[config.mk]
export PLATFORM = sky130hd
export DESIGN_NAME = three_port_frame_router
export DESIGN_NICKNAME = d
export VERILOG_FILES = /design/src/hdl/frt_pkg.sv /design/src/hdl/frt_framer.sv /design/src/hdl/three_port_frame_router.sv
export SDC_FILE = /design/constraint.sdc
export NUM_CORES = 1
export LEC_CHECK = 0
export ABC_AREA = 1
export BUFFER_PORTS_ARGS = -buffer_cell sky130_fd_sc_hd__buf_2
export CAP_MARGIN = 25
export CELL_PAD_IN_SITES_DETAIL_PLACEMENT = 1
export CELL_PAD_IN_SITES_GLOBAL_PLACEMENT = 1
export CORE_MARGIN = 3
export CORE_UTILIZATION = 55
export CTS_CLUSTER_DIAMETER = 50
export DETAILED_ROUTE_END_ITERATION = 6
export GPL_TIMING_DRIVEN = 0
export PLACE_DENSITY = 0.88
export SETUP_SLACK_MARGIN = 0.02
export SKIP_CTS_REPAIR_TIMING = 1
export SLEW_MARGIN = 0
export SYNTH_ARGS = -nofsm -noshare
export SYNTH_HDL_FRONTEND = slang
export SYNTH_HIERARCHICAL = 1
export SYNTH_SLANG_ARGS = --single-unit
[constraint.sdc]
create_clock -name i_clk -period 10.6 [get_ports i_clk]
set_input_delay 1.59 -clock i_clk [delete_from_list [all_inputs] [get_ports i_clk]]
set_output_delay 1.59 -clock i_clk [all_outputs]
set_load 0.02 [all_outputs]
[src/hdl/frt_pkg.sv]
// Shared constants, codes and types of the three-port frame router.
// Used by frt_framer and three_port_frame_router; depends on nothing.
package frt_pkg;

    // Frame and port sizes
    localparam int MAX_PAYLOAD = 16;
    localparam int NPORTS      = 3;
    localparam int PORT_W      = 2;
    localparam int BYTE_W      = 8;
    localparam int LEN_W       = $clog2(MAX_PAYLOAD + 1);
    localparam int IDX_W       = (MAX_PAYLOAD > 1) ? $clog2(MAX_PAYLOAD) : 1;
    localparam int POS_W       = $clog2(MAX_PAYLOAD + 5);
    localparam int PHASE_W     = 3;

    // Port codes
    localparam logic [PORT_W-1:0] PORT_MASTER = 2'd0;
    localparam logic [PORT_W-1:0] PORT_SLAVE1 = 2'd1;
    localparam logic [PORT_W-1:0] PORT_SLAVE2 = 2'd2;
    localparam logic [PORT_W-1:0] PORT_NONE   = 2'd3;

    // Frame bytes
    localparam logic [BYTE_W-1:0] HDR_A   = 8'h45;
    localparam logic [BYTE_W-1:0] HDR_B   = 8'h43;
    localparam logic [BYTE_W-1:0] SEL_ONE = 8'h01;
    localparam logic [BYTE_W-1:0] SEL_TWO = 8'h02;

    // Parser phases
    localparam logic [PHASE_W-1:0] PH_HUNT = 3'd0;
    localparam logic [PHASE_W-1:0] PH_H1   = 3'd1;
    localparam logic [PHASE_W-1:0] PH_H2   = 3'd2;
    localparam logic [PHASE_W-1:0] PH_LEN  = 3'd3;
    localparam logic [PHASE_W-1:0] PH_DATA = 3'd4;

    // Positions within an outgoing frame
    localparam logic [POS_W-1:0] POS_TAG  = POS_W'(0);
    localparam logic [POS_W-1:0] POS_HDR1 = POS_W'(1);
    localparam logic [POS_W-1:0] POS_HDR2 = POS_W'(2);
    localparam logic [POS_W-1:0] POS_HDR3 = POS_W'(3);
    localparam logic [POS_W-1:0] POS_LEN  = POS_W'(4);
    localparam logic [POS_W-1:0] POS_DATA = POS_W'(5);

    // Per-port parser entry
    typedef struct packed {
        logic [PHASE_W-1:0] phase;
        logic [LEN_W-1:0]   len;
        logic [LEN_W-1:0]   count;
    } t_parse;

    // Payload store write request
    typedef struct packed {
        logic              en;
        logic [PORT_W-1:0] port;
        logic [IDX_W-1:0]  idx;
        logic [BYTE_W-1:0] data;
    } t_pay_wr;

    // Frame send request
    typedef struct packed {
        logic              start;
        logic [PORT_W-1:0] port;
        logic [PORT_W-1:0] dest;
        logic              tag_en;
        logic [LEN_W-1:0]  len;
    } t_emit_req;

endpackage

[src/hdl/frt_framer.sv]
// Payload store and outgoing frame sequencer of the three-port frame router.
// Depends on frt_pkg.
module frt_framer (
    input  logic                         i_clk,
    input  logic                         i_rst_n,
    input  frt_pkg::t_pay_wr             i_wr,
    input  frt_pkg::t_emit_req           i_req,
    output logic                         o_busy,
    output logic                         o_tvalid,
    input  logic                         i_tready,
    output logic [frt_pkg::BYTE_W-1:0]   o_tdata,   // tx_byte
    output logic [frt_pkg::PORT_W-1:0]   o_tuser,   // dest_port
    output logic                         o_tlast    // frame_end
);
    import frt_pkg::*;

    logic [BYTE_W-1:0] pay_mem [NPORTS][MAX_PAYLOAD];

    logic              r_busy;
    logic [POS_W-1:0]  r_pos;
    logic [POS_W-1:0]  n_pos;
    logic [LEN_W-1:0]  r_len;
    logic [PORT_W-1:0] r_dest;
    logic [PORT_W-1:0] r_port;
    logic [BYTE_W-1:0] r_rdata;
    logic              r_ovalid;
    logic [BYTE_W-1:0] r_odata;
    logic [PORT_W-1:0] r_odest;
    logic              r_olast;

    logic              load;
    logic              last;
    logic [BYTE_W-1:0] cur_byte;
    logic [POS_W-1:0]  rd_off;
    logic [PORT_W-1:0] rd_port;

    // Move one byte into the output register when it is free or being taken
    assign load = r_busy && (!r_ovalid || i_tready);
    assign last = (r_pos == POS_LEN + POS_W'(r_len));

    // Next position; the payload read is addressed with it, so the read data matches the registered position
    always_comb begin
        if (i_req.start) begin
            n_pos = i_req.tag_en ? POS_TAG : POS_HDR1;
        end else if (load) begin
            n_pos = r_pos + POS_W'(1);
        end else begin
            n_pos = r_pos;
        end
    end

    assign rd_off  = n_pos - POS_DATA;
    assign rd_port = i_req.start ? i_req.port : r_port;

    // Payload store: one write port, one registered read port
    always_ff @(posedge i_clk) begin
        if (i_wr.en) begin
            pay_mem[i_wr.port][i_wr.idx] <= i_wr.data;
        end
        r_rdata <= pay_mem[rd_port][rd_off[IDX_W-1:0]];
    end

    // Select the byte for the current position
    always_comb begin
        case (r_pos)
            POS_TAG:  cur_byte = BYTE_W'(r_port);
            POS_HDR1: cur_byte = HDR_A;
            POS_HDR2: cur_byte = HDR_B;
            POS_HDR3: cur_byte = HDR_A;
            POS_LEN:  cur_byte = BYTE_W'(r_len);
            default:  cur_byte = r_rdata;
        endcase
    end

    // Hold the frame description and advance the position
    always_ff @(posedge i_clk) begin
        r_pos <= n_pos;
        if (i_req.start) begin
            r_len  <= i_req.len;
            r_dest <= i_req.dest;
            r_port <= i_req.port;
        end
    end

    // Sequencer and output register control
    always_ff @(posedge i_clk) begin
        if (!i_rst_n) begin
            r_busy   <= 1'b0;
            r_ovalid <= 1'b0;
        end else begin
            if (i_req.start) begin
                r_busy <= 1'b1;
            end else if (load && last) begin
                r_busy <= 1'b0;
            end
            if (load) begin
                r_ovalid <= 1'b1;
            end else if (i_tready) begin
                r_ovalid <= 1'b0;
            end
        end
    end

    // Output payload
    always_ff @(posedge i_clk) begin
        if (load) begin
            r_odata <= cur_byte;
            r_odest <= r_dest;
            r_olast <= last;
        end
    end

    assign o_busy   = r_busy;
    assign o_tvalid = r_ovalid;
    assign o_tdata  = r_odata;
    assign o_tuser  = r_odest;
    assign o_tlast  = r_olast;

endmodule

[src/hdl/three_port_frame_router.sv]
// Top level of the three-port frame router: per-port parser state memory and control.
// Depends on frt_pkg and frt_framer.
//
// Routes framed bytes between a master port and two slave ports. Each received
// byte arrives with its port number in s_axis_tuser. A kept input byte is
// handled in steps: a read of the port's parser entry from the state memory,
// then an update that writes it back. A byte that completes a frame then starts
// the frame readout from the payload store at one byte per cycle unless
// m_axis_tready holds it off: 4 header bytes, the payload (up to 16 bytes)
// and, for slave frames in tagged mode, a leading tag byte; input is held off
// until the last byte of the frame has entered the output register.
// Bytes on port 3, and slave bytes before the master has sent 0x45, are
// accepted and dropped without the update step.
module three_port_frame_router (
    input  logic                         i_clk,
    input  logic                         i_rst_n,
    input  logic                         s_axis_tvalid,
    output logic                         s_axis_tready,
    input  logic [frt_pkg::BYTE_W-1:0]   s_axis_tdata,   // rx_byte
    input  logic [frt_pkg::PORT_W-1:0]   s_axis_tuser,   // source_port
    output logic                         m_axis_tvalid,
    input  logic                         m_axis_tready,
    output logic [frt_pkg::BYTE_W-1:0]   m_axis_tdata,   // tx_byte
    output logic [frt_pkg::PORT_W-1:0]   m_axis_tuser,   // dest_port
    output logic                         m_axis_tlast    // frame_end
);
    import frt_pkg::*;

    localparam logic ST_IDLE = 1'b0;
    localparam logic ST_PROC = 1'b1;

    t_parse            st_mem [NPORTS];
    t_parse            r_st_rdata;
    logic [NPORTS-1:0] r_st_valid;

    logic              r_state;
    logic [PORT_W-1:0] r_port;
    logic [BYTE_W-1:0] r_byte;
    logic              r_armed;
    logic              r_tagged;
    logic [PORT_W-1:0] r_sel;

    logic              n_armed;
    logic              n_tagged;
    logic [PORT_W-1:0] n_sel;
    logic              accept;
    logic              keep;
    logic              framer_busy;
    t_parse            cur;
    t_parse            nxt;
    t_pay_wr           pay_wr;
    t_emit_req         req;
    logic [LEN_W-1:0]  cnt_inc;
    logic              complete;

    assign s_axis_tready = (r_state == ST_IDLE) && !framer_busy;
    assign accept        = s_axis_tvalid && s_axis_tready;
    assign keep = (s_axis_tuser != PORT_NONE) && (s_axis_tuser == PORT_MASTER || r_armed);

    // State memory: read at the input port every cycle, write back in the update cycle
    always_ff @(posedge i_clk) begin
        if (r_state == ST_PROC) begin
            st_mem[r_port] <= nxt;
        end
        r_st_rdata <= st_mem[s_axis_tuser];
    end

    // Latch the request
    always_ff @(posedge i_clk) begin
        if (accept) begin
            r_port <= s_axis_tuser;
            r_byte <= s_axis_tdata;
        end
    end

    // Entries never written read as hunting with zero counts
    assign cur     = r_st_valid[r_port] ? r_st_rdata : '0;
    assign cnt_inc = cur.count + LEN_W'(1);

    // Parser update for one byte
    always_comb begin
        nxt      = cur;
        n_armed  = r_armed;
        n_tagged = r_tagged;
        n_sel    = r_sel;
        complete = 1'b0;
        pay_wr   = '0;
        req      = '0;
        case (cur.phase)
            PH_H1: begin
                nxt.phase = (r_byte == HDR_B) ? PH_H2 : PH_HUNT;
            end
            PH_H2: begin
                nxt.phase = (r_byte == HDR_A) ? PH_LEN : PH_HUNT;
            end
            PH_LEN: begin
                if (r_byte > BYTE_W'(MAX_PAYLOAD)) begin
                    nxt.phase = PH_HUNT;
                end else begin
                    nxt.len   = r_byte[LEN_W-1:0];
                    nxt.count = '0;
                    nxt.phase = PH_DATA;
                    complete  = (r_byte == '0);
                end
            end
            PH_DATA: begin
                pay_wr.en   = 1'b1;
                pay_wr.port = r_port;
                pay_wr.idx  = cur.count[IDX_W-1:0];
                pay_wr.data = r_byte;
                nxt.count   = cnt_inc;
                complete    = (cnt_inc >= cur.len);
            end
            default: begin
                nxt.phase = PH_HUNT;
                if (r_byte == HDR_A) begin
                    nxt.phase = PH_H1;
                    if (r_port == PORT_MASTER) begin
                        n_armed = 1'b1;
                    end
                end else if (r_port == PORT_MASTER &&
                             (r_byte == SEL_ONE || r_byte == SEL_TWO)) begin
                    n_sel    = r_byte[PORT_W-1:0];
                    n_tagged = 1'b1;
                end
            end
        endcase

        // Finish the frame and hand it to the framer
        if (complete) begin
            nxt.phase  = PH_HUNT;
            nxt.count  = '0;
            req.start  = (r_state == ST_PROC);
            req.port   = r_port;
            req.len    = nxt.len;
            if (r_port == PORT_MASTER) begin
                req.dest   = (r_sel == PORT_SLAVE2) ? PORT_SLAVE2 : PORT_SLAVE1;
                req.tag_en = 1'b0;
                n_sel      = PORT_MASTER;
            end else begin
                req.dest   = PORT_MASTER;
                req.tag_en = r_tagged;
            end
        end

        // Only the update cycle acts
        if (r_state != ST_PROC) begin
            pay_wr.en = 1'b0;
        end
    end

    // Control state
    always_ff @(posedge i_clk) begin
        if (!i_rst_n) begin
            r_state    <= ST_IDLE;
            r_st_valid <= '0;
            r_armed    <= 1'b0;
            r_tagged   <= 1'b0;
            r_sel      <= PORT_MASTER;
        end else begin
            case (r_state)
                ST_IDLE: begin
                    if (accept && keep) begin
                        r_state <= ST_PROC;
                    end
                end
                ST_PROC: begin
                    r_state            <= ST_IDLE;
                    r_st_valid[r_port] <= 1'b1;
                    r_armed            <= n_armed;
                    r_tagged           <= n_tagged;
                    r_sel              <= n_sel;
                end
                default: begin
                    r_state <= ST_IDLE;
                end
            endcase
        end
    end

    frt_framer u_framer (
        .i_clk    (i_clk),
        .i_rst_n  (i_rst_n),
        .i_wr     (pay_wr),
        .i_req    (req),
        .o_busy   (framer_busy),
        .o_tvalid (m_axis_tvalid),
        .i_tready (m_axis_tready),
        .o_tdata  (m_axis_tdata),
        .o_tuser  (m_axis_tuser),
        .o_tlast  (m_axis_tlast)
    );

endmodule
# Word level (Yosys, flattened, before mapping)
# Memory sizes are Yosys's and may differ from the RTL's. A register that Yosys moved wholly into a read port is not among the register bits.
# Index checks and enable logic that the tools add are counted.
[word_totals]
ramBits = 423
in_bits = 14
mem_count = 2
ff_bits = 53
elab_cells = 123
out_inout_bits = 13
[mem_list]
columns = ["name", "depth", "width", "rd", "rd_ports_with_merged_regs", "write_ports", "line_no", "rtl"]
rows = [
  ["u_framer.pay_mem", 3, 128, 1, 0, 1, "frt_framer.sv:17", "logic [BYTE_W-1:0] pay_mem [NPORTS][MAX_PAYLOAD];"],
  ["st_mem", 3, 13, 1, 1, 1, "three_port_frame_router.sv:32", "t_parse st_mem [NPORTS];"],
]
[op_classes]
reduce_logical = 25
bitwise = 6
n_mux = 47
order_cmp = 7
addsub = 4
eq_ne = 15
[ops]
columns = ["cell", "n"]
rows = [
  ["128-bit 2-to-1 mux", 1],
  ["8-bit binary-select mux with 4-bit select", 1],
  ["8-bit demux with 4-bit select", 1],
  ["8-bit one-hot mux with 4 select lines", 1],
  ["8-bit 2-to-1 mux", 3],
  ["5-bit 2-to-1 mux", 4],
  ["2-bit 2-to-1 mux", 9],
  ["8-bit by 7-bit == test with 1-bit output, second input constant", 2],
  ["15-bit 2-to-1 mux", 1],
  ["1-bit 2-to-1 mux", 14],
  ["13-bit 2-to-1 mux", 1],
  ["3-bit one-hot mux with 4 select lines", 1],
  ["11-bit 2-to-1 mux", 1],
  ["5-bit by 1-bit adder with 5-bit output, second input constant", 2],
  ["5-bit by 2-bit == test with 1-bit output, second input constant", 2],
  ["5-bit greater-or-equal comparator, second input constant", 2],
  ["10-bit 2-to-1 mux", 1],
  ["4-bit NOT with 5-bit output", 2],
  ["5-bit one-hot mux with 2 select lines", 1],
  ["1-bit logical AND", 9],
  ["3-bit 2-to-1 mux", 3],
  ["8-bit by 1-bit == test with 1-bit output, second input constant", 1],
  ["8-bit by 2-bit == test with 1-bit output, second input constant", 1],
  ["8-bit by 5-bit > comparator with 1-bit output, second input constant", 1],
  ["other kinds (29)", 39],
]

# Logic depth before layout (Yosys ltp)
[logic_depth]
depth_word = 14
mapped_depth = 35
ltp_nobuf = 30

# Cells and area by module
# The synthesis kept the hierarchy.
[modules_own_cells]
columns = ["mod", "cells_each", "area_per_inst_um2", "seq_area_each_um2", "n_inst"]
rows = [
  ["frt_framer", 1695, 18162.4, 12411.9, 1],
  ["three_port_frame_router", 332, 3161.8, 1891.8, 1],
]

# Least setup slack after synthesis
# OpenSTA, ideal clock, no wires.
[synth_path]
path_kind = "register to register"
from = "register, netlist name r_port[0]"
to = "register u_framer.r_rdata[1]"
arrival_time_ns = 4.749
setup_ns = 0.113
path_buffers = 7
synth_period_minus_slack_ns = 4.862
path_stages_with_launch = 35
setup_slack_ns = 5.738
t_required_ns = 10.487
cell_sequence = "edfxtp_1 nor2_4 nand2_2 nand3_4 buf_6 nand2_2 inv_1 ha_1 nand4_1 and2_1 ha_1 nand2_1 nor2_1 o21ai_0 nand3_1 nand2_4 nand2_4 inv_4 nor2_1 buf_6 inv_2 buf_6 nand2_1 nand2_1 buf_4 buf_2 ha_1 clkbuf_1 inv_1 clkbuf_1 nand3_1 nand2_1 nand2_1 nand3_1 nand2_1"
[synth_rtl]
columns = ["element", "line_no", "rtl"]
rows = [
  ["to (signal assigned)", "frt_framer.sv:60", "r_rdata <= pay_mem[rd_port][rd_off[IDX_W-1:0]];"],
  ["to (decl)", "frt_framer.sv:25", "logic [BYTE_W-1:0] r_rdata;"],
]

==> results.json <==
{
  "hold_start": "u_framer/r_dest[0]$_DFFE_PP_",
  "dr.pass1.iters": 5,
  "antenna_found_initial": 0,
  "ctsRootBufferMaster": "clkbuf_16",
  "ys_warn_count": 6,
  "placement.cell_area_um2": 22400,
  "avgSynthCellArea_um2": 10.5,
  "worstSetupStartpointType": "flip-flop",
  "wl_um": 70700,
  "track_usage": 0.344,
  "r2r-end": "u_framer/r_rdata[5]$_DFF_P_",
  "setup_viol": 0,
  "cap_violations": 0,
  "slew_violations": 0,
  "num_vias": 16200,
  "drc": 0,
  "setup_tns_ns": 0,
  "die_h_um": 203,
  "grt_overflow_total": 0,
  "first_global_vias": 17400,
  "h-tree-depth": 2,
  "status": "completed",
  "tightest_slew_ns": 1.19,
  "worstSetupEndpointType": "flip-flop",
  "grt_max_degree": 40,
  "final_cell_area_um2": 24000,
  "power.leakage_uw": 0.00951,
  "layout-area-overhead-vs-synth_pct": 12.7,
  "nets": 2142,
  "rsz0062_at_grt": "no",
  "yosys-top-cells-area": "edfxtp_1 64%, nand2_1 10%, nand3_1 7.5%, inv_1 3.7%, dfxtp_1 3.6%",
  "clkLatencyLatePin_ns": 0.61,
  "ys_ff_latch": 489,
  "fp.dieW_um": 203,
  "syn_inst": 2027,
  "hold_violations": 0,
  "period_share": 0.666,
  "avgViaCountPerCell": 6.07,
  "final_cell_mix": "590 x nand2_1, 451 x edfxtp_1, 319 x nand3_1, 212 x inv_1, 101 x nor2_1",
  "skew_ns": 0.0268,
  "worstSetupPathType": "reg2reg",
  "synth_area_leader_cell": "edfxtp_1",
  "seq_area_frac_synth": 0.671,
  "total_power_uw": 4200,
  "ff2ff_setup_slack_ns": 3.54,
  "synth_nets": 2053,
  "num_rows": 71,
  "hold_path_class": "reg2reg",
  "achievable-frequency_ghz": 0.142,
  "hold_depth": 0,
  "cp.arrival_ns": 7.50,
  "place.gp.congestion": 0.945,
  "drtIter0Drc": 1980,
  "synthesis.area_um2": 21300,
  "worst-r2r-cell-count": 33,
  "die-area_um2": 41200,
  "clock-sinks": 489,
  "period_needed_ns": 7.06,
  "grt_pass1_wl_um": 105000,
  "clk_path_buf_depth": 3,
  "io-pin-count": 27,
  "slowest_delay_ns": 0.66,
  "yosys.area.top_type_share": 0.635,
  "cts_tree": "built",
  "routedWlPerCell_um": 26.5,
  "detail-route-antenna-nets": 0,
  "timing.slew.headroom": 0.201,
  "dpl.hpwl_um": 48300,
  "reg2reg_from": "r_port[0]$_DFFE_PP_",
  "holdWs_ns": 0.425,
  "holdPathEnd": "u_framer/o_tuser[0]$_DFFE_PN_",
  "clk_pin_slew_ns": 0.07,
  "worstPathRequired_ns": 11.04,
  "crit_path_max_fanout": 10,
  "power.density_nw_per_um2": 175,
  "fp.coreArea_um2": 37900,
  "crit_slowest_cell": "buf_1",
  "port-buffer-count": 26,
  "vdd_drop_max_mv": 0.206,
  "cts_buffers": 51,
  "yosysUniqueCellTypes": 41,
  "layout-drive-gt1-share": 0.114,
  "start_util": 0.562,
  "final_common_cell": "nand2_1",
  "crit_top_cell": "nand2_1"
}
-- through the flow --
stage / worst slack [ns] / utilization / cells
detailed placement: 3.94 / 0.590 / 2574
global route: 3.32 / 0.634 / 2669
floorplan: 5.74 / - / 2027
CTS: 3.75 / 0.634 / 2669
global placement: 4.14 / 0.582 / 2564
finish: 3.54 / 0.634 / 2670
-- cell type report --
type | instances | area, um2
diodes | 1 | 2.50
plain buffers | 93 | 588
clock buffers | 62 | 1360
clock inverters | 33 | 317
fillers | 4047 | 13900
inverters | 219 | 827
multi-input cells | 1226 | 5680
flip-flops and latches | 489 | 14300
well taps | 511 | 639
repair buffers | 36 | 328
-- how the worst max path moves through the flow --
stage	start	end	slack, ns	cells past startpoint
finish	r_port[0]$_DFFE_PP_	u_framer/r_rdata[5]$_DFF_P_	3.54	33
floorplan	r_port[0]$_DFFE_PP_	u_framer/r_rdata[1]$_DFF_P_	5.74	34
global placement	r_port[0]$_DFFE_PP_	u_framer/r_rdata[5]$_DFF_P_	4.14	33
detailed placement	r_port[1]$_DFFE_PP_	u_framer/r_rdata[5]$_DFF_P_	3.94	33
CTS	r_port[0]$_DFFE_PP_	u_framer/r_rdata[5]$_DFF_P_	3.75	33
global route	r_port[0]$_DFFE_PP_	u_framer/r_rdata[2]$_DFF_P_	3.32	32
-- cells by family (layout without fill, tap and decap cells) --
group,after synthesis,in the layout,share of synthesized area
simple gates,1117,1117,0.230
flops,489,489,0.671
buf+inv,312,443,0.0664
compound gates,92,92,0.0240
fa+ha+maj,12,12,0.00704
xor+xnor,5,5,0.00205
other cells,0,1,0
-- registers in the layout, indices dropped and copies added (netlist names), 3 cells and up --
| signal | count |
|---|---|
| r_byte | 8 |
| r_st_rdata | 13 |
| r_st_valid | 3 |
| st_mem | 39 |
| u_framer/o_tdata | 8 |
| u_framer/pay_mem | 384 |
| u_framer/r_len | 5 |
| u_framer/r_pos | 5 |
| u_framer/r_rdata | 8 |
-- synth_stat cells, drive strengths merged --
| master | n |
|---|---|
| dfxtp | 38 |
| inv | 219 |
| nand3 | 324 |
| a22o | 2 |
| nand4 | 11 |
| or2 | 42 |
| buf | 73 |
| ha | 12 |
| xnor2 | 3 |
| and2 | 2 |
| clkbuf | 20 |
| o21ai | 37 |
| o2111ai | 1 |
| xor2 | 2 |
| edfxtp | 451 |
| nor3 | 15 |
| nand2 | 606 |
| o32ai | 1 |
| nand3b | 6 |
| o21a | 2 |
| a2111oi | 1 |
| o211ai | 5 |
| nor2 | 111 |
| a21oi | 43 |
-- report_power, final --
group	total [uW]	switching [uW]	internal [uW]	leakage (uW)
sequential	2110	12.9	2100	0.00361
clock	1800	763	1040	0.000816
combinational	283	211	72.2	0.00508
total	4200	987	3210	0.00951
-- metal layers --
metal	routed length (um)	track usage
met3	6220	0.0552
met2	34800	0.586
met5	0	0
met4	4020	0.172
met1	25600	0.429
-- worst max-delay path: cells and delay by family, from the launching register on --
family	cells	cell delay [ns]
AO/OA/AOI/OAI	1	0.11
buffers and inverters	11	2.57
flip-flops	1	0.51
AND/OR/NAND/NOR	18	2.79
adder cells (fa/ha/maj)	3	0.86
Power figures use the tool's default switching activity.
